$ cat config.mk
export PLATFORM = sky130hd
export DESIGN_NAME = station_arrival_rate_stats_table_unit
export DESIGN_NICKNAME = d
export VERILOG_FILES = /design/src/rtl/core/sars_pkg.sv /design/src/rtl/core/sars_ram.sv /design/src/rtl/core/sars_div.sv /design/src/rtl/core/station_arrival_rate_stats_table_unit.sv
export SDC_FILE = /design/constraint.sdc
export NUM_CORES = 2
export LEC_CHECK = 0
export BUFFER_PORTS_ARGS = -buffer_cell sky130_fd_sc_hd__buf_2
export CORE_MARGIN = 2
export CORE_UTILIZATION = 38
export CTS_CLUSTER_DIAMETER = 60
export DETAILED_ROUTE_END_ITERATION = 6
export MAX_ROUTING_LAYER = met4
export PLACE_DENSITY = 0.5
export SLEW_MARGIN = 20
export SYNTH_ARGS = -nofsm -noshare
export SYNTH_HDL_FRONTEND = slang
export SYNTH_MEMORY_MAX_BITS = 65536
export SYNTH_SLANG_ARGS = --single-unit
$ cat constraint.sdc
create_clock -name i_clk -period 8.5 [get_ports i_clk]
set_clock_uncertainty 0.15 [all_clocks]
set_input_delay 0.85 -clock i_clk [delete_from_list [all_inputs] [get_ports i_clk]]
set_output_delay 0.85 -clock i_clk [all_outputs]
set_load 0.02 [all_outputs]
$ cat src/rtl/core/sars_pkg.sv
package sars_pkg;
    localparam int TABLE_SIZE_DEF   = 16;
    localparam int SAMPLE_SLOTS_DEF = 10;
    localparam logic [9:0] PERIOD_RESET = 10'd10;
    localparam int RATE_W = 23;

    typedef enum logic [3:0] {
        ST_IDLE,
        ST_LOOK,
        ST_PKT,
        ST_RSTART,
        ST_RDIV,
        ST_RMUL,
        ST_RRD,
        ST_RACC,
        ST_RAVG,
        ST_RPAVG,
        ST_ROUT,
        ST_DIV
    } t_state;

    // request to the shared divider
    typedef struct packed {
        logic        go;
        logic [31:0] num;
        logic [15:0] den;
        logic        neg;
    } t_div_req;

    typedef struct packed {
        logic        done;
        logic [31:0] quo;
    } t_div_rsp;
endpackage

$ cat src/rtl/core/sars_ram.sv
module sars_ram #(
    parameter int WIDTH = 8,
    parameter int DEPTH = 16
) (
    input  logic                     i_clk,
    input  logic                     i_we,
    input  logic [$clog2(DEPTH)-1:0] i_waddr,
    input  logic [WIDTH-1:0]         i_wdata,
    input  logic [$clog2(DEPTH)-1:0] i_raddr,
    output logic [WIDTH-1:0]         o_rdata
);
    logic [WIDTH-1:0] r_mem [DEPTH];
    logic [WIDTH-1:0] r_rdata;

    // one write port, registered read
    always_ff @(posedge i_clk) begin
        if (i_we) begin
            r_mem[i_waddr] <= i_wdata;
        end
        r_rdata <= r_mem[i_raddr];
    end

    assign o_rdata = r_rdata;
endmodule

$ cat src/rtl/core/sars_div.sv
module sars_div (
    input  logic               i_clk,
    input  logic               i_rst_n,
    input  sars_pkg::t_div_req i_req,
    output sars_pkg::t_div_rsp o_rsp
);
    logic [31:0] r_quo, n_quo;
    logic [31:0] r_rem, n_rem;
    logic [15:0] r_den;
    logic        r_neg;
    logic [5:0]  r_cnt, n_cnt;
    logic        r_busy;
    logic        r_done;
    logic [32:0] w_trial;

    // restoring divide, one quotient bit per cycle
    always_comb begin
        w_trial = {r_rem, r_quo[31]} - {17'd0, r_den};
        n_rem   = w_trial[32] ? {r_rem[30:0], r_quo[31]} : w_trial[31:0];
        n_quo   = {r_quo[30:0], ~w_trial[32]};
        n_cnt   = r_cnt - 6'd1;
    end

    always_ff @(posedge i_clk) begin
        if (!i_rst_n) begin
            r_busy <= 1'b0;
            r_done <= 1'b0;
        end else begin
            r_done <= 1'b0;
            if (i_req.go) begin
                r_busy <= 1'b1;
                r_cnt  <= 6'd32;
                r_quo  <= i_req.num;
                r_rem  <= 32'd0;
                r_den  <= i_req.den;
                r_neg  <= i_req.neg;
            end else if (r_busy) begin
                r_quo <= n_quo;
                r_rem <= n_rem;
                r_cnt <= n_cnt;
                if (r_cnt == 6'd1) begin
                    r_busy <= 1'b0;
                    r_done <= 1'b1;
                end
            end
        end
    end

    assign o_rsp.done = r_done;
    assign o_rsp.quo  = r_neg ? (32'd0 - r_quo) : r_quo;
endmodule

$ cat src/rtl/core/station_arrival_rate_stats_table_unit.sv
// Packet items (cmd 0) take a table search over the used entries, then an
// update. A report tick walks the entries; each costs four passes of the shared
// serial divider (period scale, rate, and the two averages) and a read and an
// accumulate step per stored sample read from the sample RAMs; a silent entry
// skips both and is emitted directly. busy is high throughout. Results come
// one per cycle-wide o_valid pulse and cannot be held off by the receiver.
module station_arrival_rate_stats_table_unit #(
    parameter int TABLE_SIZE   = sars_pkg::TABLE_SIZE_DEF,
    parameter int SAMPLE_SLOTS = sars_pkg::SAMPLE_SLOTS_DEF
) (
    input  logic                i_clk,
    input  logic                i_rst_n,
    input  logic                start,
    output logic                busy,
    input  logic                i_cfg_we,
    input  logic [9:0]          i_cfg_wdata,
    input  logic                i_cmd,
    input  logic [15:0]         i_station_id,
    input  logic [7:0]          i_rcpi,
    input  logic signed [15:0]  i_rx_power,
    output logic                o_valid,
    output logic [15:0]         o_station_id_res,
    output logic [15:0]         o_packet_count,
    output logic [22:0]         o_rate_max,
    output logic [7:0]          o_rcpi_min,
    output logic [7:0]          o_rcpi_max,
    output logic [7:0]          o_rcpi_avg,
    output logic [7:0]          o_rcpi_last,
    output logic signed [15:0]  o_power_min,
    output logic signed [15:0]  o_power_max,
    output logic signed [15:0]  o_power_avg,
    output logic signed [15:0]  o_power_last,
    output logic                o_last
);
    localparam int EW = (TABLE_SIZE > 1) ? $clog2(TABLE_SIZE) : 1;
    localparam int CW = $clog2(TABLE_SIZE + 1);
    localparam int SW = (SAMPLE_SLOTS > 1) ? $clog2(SAMPLE_SLOTS) : 1;
    localparam int NW = $clog2(SAMPLE_SLOTS + 1);
    localparam int DEPTH = TABLE_SIZE * SAMPLE_SLOTS;
    localparam int AW = (DEPTH > 1) ? $clog2(DEPTH) : 1;

    sars_pkg::t_state r_state, n_state, r_ret, n_ret;

    logic [9:0]       r_period;
    logic [CW-1:0]    r_used;
    logic [15:0]      r_station [TABLE_SIZE];
    logic [15:0]      r_count   [TABLE_SIZE];
    logic [NW-1:0]    r_sidx    [TABLE_SIZE];
    logic [22:0]      r_rmax    [TABLE_SIZE];

    logic [EW-1:0]    r_e;
    logic [CW-1:0]    r_scan;
    logic [NW-1:0]    r_i;
    logic [15:0]      r_id;
    logic [7:0]       r_rc;
    logic [15:0]      r_pw;
    logic [15:0]      r_div;
    logic [31:0]      r_cnt100;
    logic [22:0]      r_rate;
    logic [NW-1:0]    r_n;
    logic [15:0]      r_rsum;
    logic [7:0]       r_rmn, r_rmx, r_rl, r_ravg;
    logic [15:0]      r_psum;
    logic signed [15:0] r_pmn, r_pmx, r_pl;
    logic             r_first;

    sars_pkg::t_div_req w_req;
    sars_pkg::t_div_rsp w_rsp;

    logic             w_we;
    logic [AW-1:0]    w_waddr, w_raddr;
    logic [7:0]       w_rc_rd;
    logic [15:0]      w_pw_rd;
    logic [EW-1:0]    w_scan_e;
    logic [9:0]       w_per;

    assign w_scan_e = r_scan[EW-1:0];
    assign w_per    = (r_period == 10'd0) ? 10'd1 : r_period;

    sars_div u_div (
        .i_clk   (i_clk),
        .i_rst_n (i_rst_n),
        .i_req   (w_req),
        .o_rsp   (w_rsp)
    );

    sars_ram #(.WIDTH(8), .DEPTH(DEPTH)) u_rc_ram (
        .i_clk(i_clk), .i_we(w_we), .i_waddr(w_waddr), .i_wdata(r_rc),
        .i_raddr(w_raddr), .o_rdata(w_rc_rd)
    );

    sars_ram #(.WIDTH(16), .DEPTH(DEPTH)) u_pw_ram (
        .i_clk(i_clk), .i_we(w_we), .i_waddr(w_waddr), .i_wdata(r_pw),
        .i_raddr(w_raddr), .o_rdata(w_pw_rd)
    );

    // ring slot of this packet, wrapping at the ring size
    logic [NW-1:0] w_slot;
    assign w_slot  = (r_sidx[r_e] >= NW'(SAMPLE_SLOTS)) ? '0 : r_sidx[r_e];
    assign w_we    = (r_state == sars_pkg::ST_PKT);
    assign w_waddr = AW'(r_e * SAMPLE_SLOTS + w_slot);
    assign w_raddr = AW'(r_e * SAMPLE_SLOTS + r_i);

    // sequencer
    always_comb begin
        n_state = r_state;
        n_ret   = r_ret;
        w_req   = '0;
        unique case (r_state)
            sars_pkg::ST_IDLE: begin
                if (start) begin
                    n_state = i_cmd ? sars_pkg::ST_RSTART : sars_pkg::ST_LOOK;
                end
            end
            sars_pkg::ST_LOOK: begin
                if (r_scan == r_used) begin
                    n_state = (r_used == CW'(TABLE_SIZE)) ? sars_pkg::ST_IDLE
                                                          : sars_pkg::ST_PKT;
                end else if (r_station[w_scan_e] == r_id) begin
                    n_state = sars_pkg::ST_PKT;
                end
            end
            sars_pkg::ST_PKT: n_state = sars_pkg::ST_IDLE;
            sars_pkg::ST_RSTART: begin
                if (r_scan == r_used) begin
                    n_state = sars_pkg::ST_IDLE;
                end else if (r_count[w_scan_e] == 16'd0) begin
                    n_state = sars_pkg::ST_ROUT;
                end else begin
                    w_req.go  = 1'b1;
                    w_req.num = 32'd1000;
                    w_req.den = {6'd0, w_per};
                    n_state   = sars_pkg::ST_DIV;
                    n_ret     = sars_pkg::ST_RDIV;
                end
            end
            sars_pkg::ST_RDIV: begin
                w_req.go  = 1'b1;
                w_req.num = r_cnt100;
                w_req.den = r_div;
                n_state   = sars_pkg::ST_DIV;
                n_ret     = sars_pkg::ST_RMUL;
            end
            sars_pkg::ST_RMUL: begin
                n_state = (r_n == '0) ? sars_pkg::ST_ROUT : sars_pkg::ST_RRD;
            end
            sars_pkg::ST_RRD: n_state = sars_pkg::ST_RACC;
            sars_pkg::ST_RACC: begin
                n_state = (r_i == r_n) ? sars_pkg::ST_RAVG : sars_pkg::ST_RRD;
            end
            sars_pkg::ST_RAVG: begin
                w_req.go  = 1'b1;
                w_req.num = {16'd0, r_rsum};
                w_req.den = 16'(r_n);
                n_state   = sars_pkg::ST_DIV;
                n_ret     = sars_pkg::ST_RPAVG;
            end
            sars_pkg::ST_RPAVG: begin
                w_req.go  = 1'b1;
                w_req.num = r_psum[15] ? {16'd0, 16'd0 - r_psum} : {16'd0, r_psum};
                w_req.den = 16'(r_n);
                w_req.neg = r_psum[15];
                n_state   = sars_pkg::ST_DIV;
                n_ret     = sars_pkg::ST_ROUT;
            end
            sars_pkg::ST_ROUT: n_state = sars_pkg::ST_RSTART;
            sars_pkg::ST_DIV: begin
                if (w_rsp.done) begin
                    n_state = r_ret;
                end
            end
            default: n_state = sars_pkg::ST_IDLE;
        endcase
    end

    always_ff @(posedge i_clk) begin
        if (!i_rst_n) begin
            r_state <= sars_pkg::ST_IDLE;
            r_ret   <= sars_pkg::ST_IDLE;
        end else begin
            r_state <= n_state;
            r_ret   <= n_ret;
        end
    end

    // datapath
    always_ff @(posedge i_clk) begin
        if (!i_rst_n) begin
            r_period <= sars_pkg::PERIOD_RESET;
            r_used   <= '0;
            o_valid  <= 1'b0;
            for (int k = 0; k < TABLE_SIZE; k++) begin
                r_rmax[k] <= '0;
            end
        end else begin
            o_valid <= 1'b0;
            if (i_cfg_we) begin
                r_period <= i_cfg_wdata;
            end
            unique case (r_state)
                sars_pkg::ST_IDLE: begin
                    r_scan <= '0;
                    r_id   <= i_station_id;
                    r_rc   <= i_rcpi;
                    r_pw   <= i_rx_power;
                end
                sars_pkg::ST_LOOK: begin
                    if (r_scan == r_used) begin
                        if (r_used != CW'(TABLE_SIZE)) begin
                            r_e                <= w_scan_e;
                            r_station[w_scan_e] <= r_id;
                            r_count[w_scan_e]  <= '0;
                            r_sidx[w_scan_e]   <= '0;
                            r_rmax[w_scan_e]   <= '0;
                            r_used             <= r_used + CW'(1);
                        end
                    end else if (r_station[w_scan_e] == r_id) begin
                        r_e <= w_scan_e;
                    end else begin
                        r_scan <= r_scan + CW'(1);
                    end
                end
                sars_pkg::ST_PKT: begin
                    r_sidx[r_e] <= w_slot + NW'(1);
                    if (r_count[r_e] != 16'hFFFF) begin
                        r_count[r_e] <= r_count[r_e] + 16'd1;
                    end
                end
                sars_pkg::ST_RSTART: begin
                    r_e      <= w_scan_e;
                    r_cnt100 <= 32'(r_count[w_scan_e]) * 32'd100;
                    r_n      <= (r_sidx[w_scan_e] > NW'(SAMPLE_SLOTS)) ?
                                NW'(SAMPLE_SLOTS) : r_sidx[w_scan_e];
                    r_i      <= '0;
                    r_first  <= 1'b1;
                    r_rsum   <= '0;
                    r_psum   <= '0;
                    {r_rmn, r_rmx, r_rl, r_ravg} <= '0;
                    {r_pmn, r_pmx, r_pl} <= '0;
                end
                sars_pkg::ST_DIV: begin
                    if (w_rsp.done) begin
                        unique case (r_ret)
                            sars_pkg::ST_RDIV:
                                r_div <= (w_rsp.quo == 32'd0) ? 16'd1 : w_rsp.quo[15:0];
                            sars_pkg::ST_RMUL: r_rate <= w_rsp.quo[22:0];
                            sars_pkg::ST_RPAVG: r_ravg <= w_rsp.quo[7:0];
                            sars_pkg::ST_ROUT: r_psum <= w_rsp.quo[15:0];
                            default: ;
                        endcase
                    end
                end
                sars_pkg::ST_RMUL: begin
                    if (r_rate > r_rmax[r_e]) begin
                        r_rmax[r_e] <= r_rate;
                    end
                end
                sars_pkg::ST_RRD: r_i <= r_i + NW'(1);
                sars_pkg::ST_RACC: begin
                    r_rsum  <= r_rsum + 16'(w_rc_rd);
                    r_psum  <= r_psum + w_pw_rd;
                    r_rl    <= w_rc_rd;
                    r_pl    <= w_pw_rd;
                    r_first <= 1'b0;
                    if (r_first || w_rc_rd < r_rmn) r_rmn <= w_rc_rd;
                    if (r_first || w_rc_rd > r_rmx) r_rmx <= w_rc_rd;
                    if (r_first || $signed(w_pw_rd) < r_pmn) r_pmn <= w_pw_rd;
                    if (r_first || $signed(w_pw_rd) > r_pmx) r_pmx <= w_pw_rd;
                end
                sars_pkg::ST_ROUT: begin
                    // emit one transfer, then clear interval state
                    o_valid          <= 1'b1;
                    o_station_id_res <= r_station[r_e];
                    o_last           <= (r_scan + CW'(1) == r_used);
                    if (r_count[r_e] == 16'd0) begin
                        r_rmax[r_e]    <= '0;
                        o_packet_count <= '0;
                        o_rate_max     <= '0;
                        {o_rcpi_min, o_rcpi_max, o_rcpi_avg, o_rcpi_last} <= '0;
                        {o_power_min, o_power_max, o_power_avg, o_power_last} <= '0;
                    end else begin
                        o_packet_count <= r_count[r_e];
                        o_rate_max     <= r_rmax[r_e];
                        o_rcpi_min     <= r_rmn;
                        o_rcpi_max     <= r_rmx;
                        o_rcpi_avg     <= (r_n == '0) ? 8'd0 : r_ravg;
                        o_rcpi_last    <= r_rl;
                        o_power_min    <= r_pmn;
                        o_power_max    <= r_pmx;
                        o_power_avg    <= (r_n == '0) ? 16'sd0 : r_psum;
                        o_power_last   <= r_pl;
                    end
                    r_count[r_e] <= '0;
                    r_sidx[r_e]  <= '0;
                    r_scan       <= r_scan + CW'(1);
                end
                default: ;
            endcase
        end
    end

    // busy whenever the sequencer is working on an item
    always_comb begin
        busy = (r_state != sars_pkg::ST_IDLE);
    end

    // table never exceeds its size
    a_used: assert property (@(posedge i_clk) disable iff (!i_rst_n)
        r_used <= CW'(TABLE_SIZE)) else $error("table overfilled");
    // a result only leaves during a report walk
    a_out: assert property (@(posedge i_clk) disable iff (!i_rst_n)
        o_valid |-> $past(r_state == sars_pkg::ST_ROUT)) else $error("stray result");
    // every divider start moves the sequencer into its divider wait state
    a_div: assert property (@(posedge i_clk) disable iff (!i_rst_n)
        w_req.go |=> r_state == sars_pkg::ST_DIV) else $error("divider lost");
endmodule
* Yosys cells after proc, flatten, opt, wreduce, memory -nomap -nowiden
Memory sizes are Yosys's and may differ from the RTL's. A register that Yosys moved wholly into a read port is not among the register bits.
Index checks and enable logic that the tools add are counted.
** Storage, ports and cells
- Bits in registers :: 479
- Latch bits :: 0
- Memory bits (writable) :: 4784
- Bits in read-only memories :: 0
- Input bits :: 55
- Output and inout bits :: 154
- Logic and storage cells :: 262
- Memories kept :: 6
** Memories
- u_pw_ram.r_mem :: words 160, width 16, read ports 1, clocked after Yosys merged registers in 1, write ports 1, RTL line sars_ram.sv:12 : logic [WIDTH-1:0] r_mem [DEPTH];
- u_rc_ram.r_mem :: words 160, width 8, read ports 1, clocked after Yosys merged registers in 1, write ports 1, RTL line sars_ram.sv:12
- r_rmax :: words 16, width 23, read ports 1, clocked after Yosys merged registers in 1, write ports 16, RTL line station_arrival_rate_stats_table_unit.sv:49 : logic [22:0] r_rmax [TABLE_SIZE];
- r_count :: words 16, width 16, read ports 2, clocked after Yosys merged registers in 2, write ports 1, RTL line station_arrival_rate_stats_table_unit.sv:47 : logic [15:0] r_count [TABLE_SIZE];
- r_station :: words 16, width 16, read ports 2, clocked after Yosys merged registers in 2, write ports 1, RTL line station_arrival_rate_stats_table_unit.sv:46 : logic [15:0] r_station [TABLE_SIZE];
- r_sidx :: words 16, width 4, read ports 2, clocked after Yosys merged registers in 2, write ports 1, RTL line station_arrival_rate_stats_table_unit.sv:48 : logic [NW-1:0] r_sidx [TABLE_SIZE];
** Cells by class
- Add/subtract/negate cells :: 13
- $mul :: 2
- Div/mod/pow operators :: 0
- Order comparisons :: 7
- Equality and inequality tests :: 37
- Shifts and indexed selects :: 0
- Muxes and demuxes :: 102
- Bitwise gates (word level) :: 6
- Reduce and logical (&&, ||, !) cells :: 46
** Operator list (count)
- 49-bit one-hot mux with 4 select lines :: 1
- 32-bit 2-to-1 mux :: 5
- 16-bit one-hot mux with 2 select lines :: 4
- 16-bit 2-to-1 mux :: 7
- 4-bit 2-to-1 mux :: 25
- 49-bit 2-to-1 mux :: 2
- 23-bit 2-to-1 mux :: 3
- 8-bit one-hot mux with 2 select lines :: 4
- 16-bit one-hot mux with 3 select lines :: 1
- 23-bit OR reduction :: 2
- 4-bit one-hot mux with 9 select lines :: 1
- 1-bit 2-to-1 mux :: 34
- 33-bit by 16-bit subtractor with 33-bit output :: 1
- 16-bit logical NOT :: 2
- 32-bit logical NOT :: 1
- 8-bit 2-to-1 mux :: 4
- 1-bit by 32-bit subtractor with 32-bit output (first input constant) :: 1
- 4-bit by 3-bit == test with 1-bit output (second input constant) :: 6
- 4-bit == test (second input constant) :: 6
- 4-bit AND reduction :: 6
- 23-bit > comparator :: 1
- 16-bit by 5-bit multiplier with 21-bit output (second input constant) :: 1
- 3-bit AND reduction :: 7
- 2-bit != test (second input constant) :: 10
- 47 further kinds :: 78

* Depth between registers and ports, before layout
- Depth after elaboration :: 9
- Mapped depth :: 24
- Gate-level depth less buffers :: 18

* Modules after synthesis
Synthesis repeated with hierarchy kept, for this count alone.
** Unflattened totals
- Cell total of the unflattened synthesis :: 11417
- Area total of the unflattened synthesis :: 218603.4 sq um
** By module, submodules not included
- sars_ram at u_pw_ram :: instances 1, cells each 4422, area an instance 98999.9 sq um, sequential area each 77194.0 sq um
- station_arrival_rate_stats_table_unit :: instances 1, cells each 3999, area an instance 63736.1 sq um, sequential area each 40458.8 sq um
- sars_ram at u_rc_ram :: instances 1, cells each 2489, area an instance 50382.1 sq um, sequential area each 38597.0 sq um
- sars_div :: instances 1, cells each 507, area an instance 5485.3 sq um, sequential area each 2652.5 sq um

* Least setup slack after synthesis
No wires, ideal clock.
- Path type :: reg2reg
- Start :: register with a tool-made name
- End :: register u_div.r_cnt[0], enable pin
- Library setup time :: 0.500 ns
- Arrival :: 7.024 ns
- Data required time :: 7.850 ns
- Setup slack :: 0.826 ns
- Stages on the path, launching flop included :: 18
- Path buffers :: 7
- Period minus slack after synthesis :: 7.674 ns
- Cell sequence :: dfxtp_1 > buf_1 > clkbuf_1 > clkbuf_1 > buf_1 > clkbuf_1 > clkbuf_1 > mux4_2 > mux4_2 > inv_1 > ha_1 > nand4_1 > o211ai_1 > nor2_1 > or3_1 > clkbuf_1 > nor2_1 > nor2_1
** RTL lines
- to (signal assigned) :: RTL line sars_div.sv:40 : r_cnt <= n_cnt;
- to (decl) :: RTL line sars_div.sv:11 : logic [5:0] r_cnt, n_cnt;

==> impl_metrics.yaml <==
detailed_routing:
  antenna_left: 0
  viasPerCell: 5.68
  dr.first_iter.drc_count: 12600
  wl_per_cell_um: 33.0
  num_vias: 109000
  dr.pass1.iters: 6
  drc: 0
  routed_wl_um: 635000
sta:
  setup_viol: 0
  final-hold-violation-count: 0
  clock.fmax_mhz: 157
  worst_pin_slew_ps: 1320
  slew_headroom_pct: 11.1
  worst_slack_ps: 2150
  rsz0062_at_grt: "no"
  slew_viol_final: 0
  period_share_pct: 74.8
  fin_setup_tns_ps: 0
  fin_crit_ps: 6350
cells_and_area:
  multiInputGateArea_mm2: 0.0552
  seq_area_mm2: 0.159
  layout.nets: 11500
  nFillCells: 48300
  drive_above_1_share_pct: 27.9
  area.growth.synth_to_final_pct: 15.2
synthesis:
  syn_inst: 10600
  yosys.area.top_type: "edfxtp_1"
  yosysSeqAreaShare_pct: 73.7
  synth.distinct_cells: 79
  ys_top_cells_by_area: "edfxtp_1 (73%), mux4_2 (17%), nor2_1 (1.2%)"
  synth_seq_cells: 5311
  async_flop_share_pct: 0
  ys_warn_count: 0
  synth-edff-count: 5253
  postSynthAreaPerCell_um2: 20.4
  synth_top_area_share_pct: 73.2
  synth_top_flop_cell: "edfxtp_1"
  syn_area_mm2: 0.216
  synth_fp_nets: 10800
clock_network:
  clkLatencyLatePin_ps: 1120
  cts.path.max_buffers: 4
  cts_hold_buf: 60
  cts_made_buffers: 597
  cts-root-buf: "clkbuf_16"
  cts_sinks: 5311
  postCtsSetupBuffers: 0
  clk_pin_slew_worst_paths_ps: 60
  h-tree-depth: 6
  tritoncts: "built"
  post_cts_resized: 0
critical_path:
  crit_buf_inv: 3
  path_delay_family: "simple AND/OR/NAND/NOR gates"
  arrival_ps: 6960
  crit_slowest_cell: "dfxtp_4"
  endpoint: "r_rmax[7][22]"
  crit_path_start_kind: "register"
  cp_data_required_time_ps: 9100
  cp_max_fo: 49
  reg2reg_depth: 12
  crit_type: "register to register"
  reg2reg_to: "r_rmax[7][22]"
  path_cells: "buf_12 -> mux4_2 -> mux4_2 -> or4_1 -> or4_1 -> nand3b_4 -> a2bb2oi_4 -> nor2b_4 -> a21boi_2 -> buf_4 -> nand2_1 -> buf_4"
  reg2reg_slack_ps: 2150
  slowest_delay_ps: 870
  end_kind: "register"
  crit_cells: 12
global_route:
  grt_pass1_wl_um: 881000
  antenna_found_initial: 41
  grt_pass1_vias: 110000
  overflow: 0
  grt_max_degree: 161
  grt_usage_pct: 22.4
min_path:
  holdCritPathClass: "input port to register"
  min_path_cells: 3
power:
  p_leak_nw: 79.1
  vdd_drop_max_v: 0.000392
  power_density_mw_per_mm2: 315
  power_mw: 78.1
floorplan:
  ios: 209
  die_y_um: 757
  start_util_pct: 38.2
  chipWidth_um: 757
  core_mm2: 0.565
  rows: 276
  dieArea_mm2: 0.574
place:
  gp_congestion: 0.861
  dpl_worst_slack_ps: 1850
  portBuffers: 208
  dp_hpwl_um: 387000
run_status:
  status: "completed"
flow_run:
  max_cap_viol_count: 0
==> final cells by class <==
type / instances / area share (%)
Antenna cell: 10 / 0.0101
Clock buffer: 744 / 6.38
Clock inverter: 323 / 1.25
Inverter: 204 / 0.311
Multi-Input combinational cell: 4493 / 22.2
Sequential cell: 5311 / 64.0
Tap cell: 7506 / 3.78
Timing Repair Buffer: 631 / 2.06
==> cell families after synthesis <==
group	synth area share, %
flip-flops	73.7
AND/OR/NAND/NOR	3.86
multiplexers	17.4
buffers and inverters	1.36
AO/OA/AOI/OAI	1.71
adder cells (fa/ha/maj)	1.28
XOR/XNOR	0.747
==> worst reg2reg max path: cells and delay by family (launching register included) <==
| family | cells | cell delay (ps) |
|---|---|---|
| AND/OR/NAND/NOR | 5 | 2330 |
| flip-flops | 1 | 870 |
| buffers and inverters | 3 | 1020 |
| AO/OA/AOI/OAI | 2 | 500 |
| multiplexers | 2 | 1190 |
==> cells in the mapped netlist (73+ instances only) <==
library cell	count
clkbuf_1	372
mux2i_1	112
o21ai_0	115
nor3_1	81
xnor2_1	111
a21oi_1	218
xor2_1	73
buf_1	132
inv_1	201
nor2_1	667
mux4_2	1607
and2_1	304
edfxtp_1	5253
nand2_1	440
ha_1	194
==> state kept, by name (all words and copies together), names as in the netlist, 21 cells and up, named ones only <==
register	flops
u_div.r_rem	32
r_sidx	64
o_rate_max	23
r_cnt100	21
r_station	256
r_rmax	368
u_div.r_quo	32
u_pw_ram.r_mem	2560
r_count	256
u_rc_ram.r_mem	1280
r_rate	23
==> cell usage in the layout, fill, tap and decap left out, drive strengths merged, types with 60 or more instances in the layout <==
master / netlist / layout
edfxtp: 5253 / 5253
mux4: 1607 / 1607
clkbuf: 372 / 744
nor2: 668 / 668
buf: 183 / 571
nand2: 440 / 440
and2: 305 / 305
clkinv: 2 / 240
inv: 202 / 233
a21oi: 218 / 218
ha: 194 / 194
o21ai: 115 / 115
mux2i: 112 / 112
xnor2: 111 / 111
nor3: 81 / 81
xor2: 73 / 73
dlygate4sd3: 0 / 60
==> metal layers <==
metal	track usage, %	part of all wire, %	up-vias
met3	3.09	6.4	916
met4	6.25	3.2	0
met1	30.7	42	59400
li1	-	-	44800
met2	35.5	48	4150
met5	-	0	-
==> how the worst min path moves through the flow <==
| stage | start | end | slack (ps) |
|---|---|---|---|
| floorplan | r_scan[2] | r_e[2] | 270 |
| global placement | u_div.r_busy | u_div.r_done | 320 |
| detailed placement | u_div.r_busy | u_div.r_done | 340 |
| CTS | i_cfg_we | r_period[0] | 30 |
| global route | i_cfg_we | r_period[0] | 80 |
| finish | i_cfg_we | r_period[0] | 130 |
==> where the power goes <==
part / leakage (nW) / internal (mW) / switching [mW] / total (mW)
logic: 21.5 / 7.46 / 13.2 / 20.7
registers: 48.4 / 31.3 / 1.14 / 32.4
clock network: 9.19 / 14.4 / 10.6 / 25.1
==> per-stage QoR <==
stage	cells	hold WS [ps]	instance area, um^2	util (%)
6_report	19200	134	248000	44.0
5_1_grt	19200	84.4	248000	44.0
4_1_cts	19200	27.7	248000	43.9
3_5_place_dp	18100	341	229000	40.5
3_3_place_gp	18100	321	228000	40.4
2_1_floorplan	10600	274	216000	-
(Power assumes the default switching activity.)
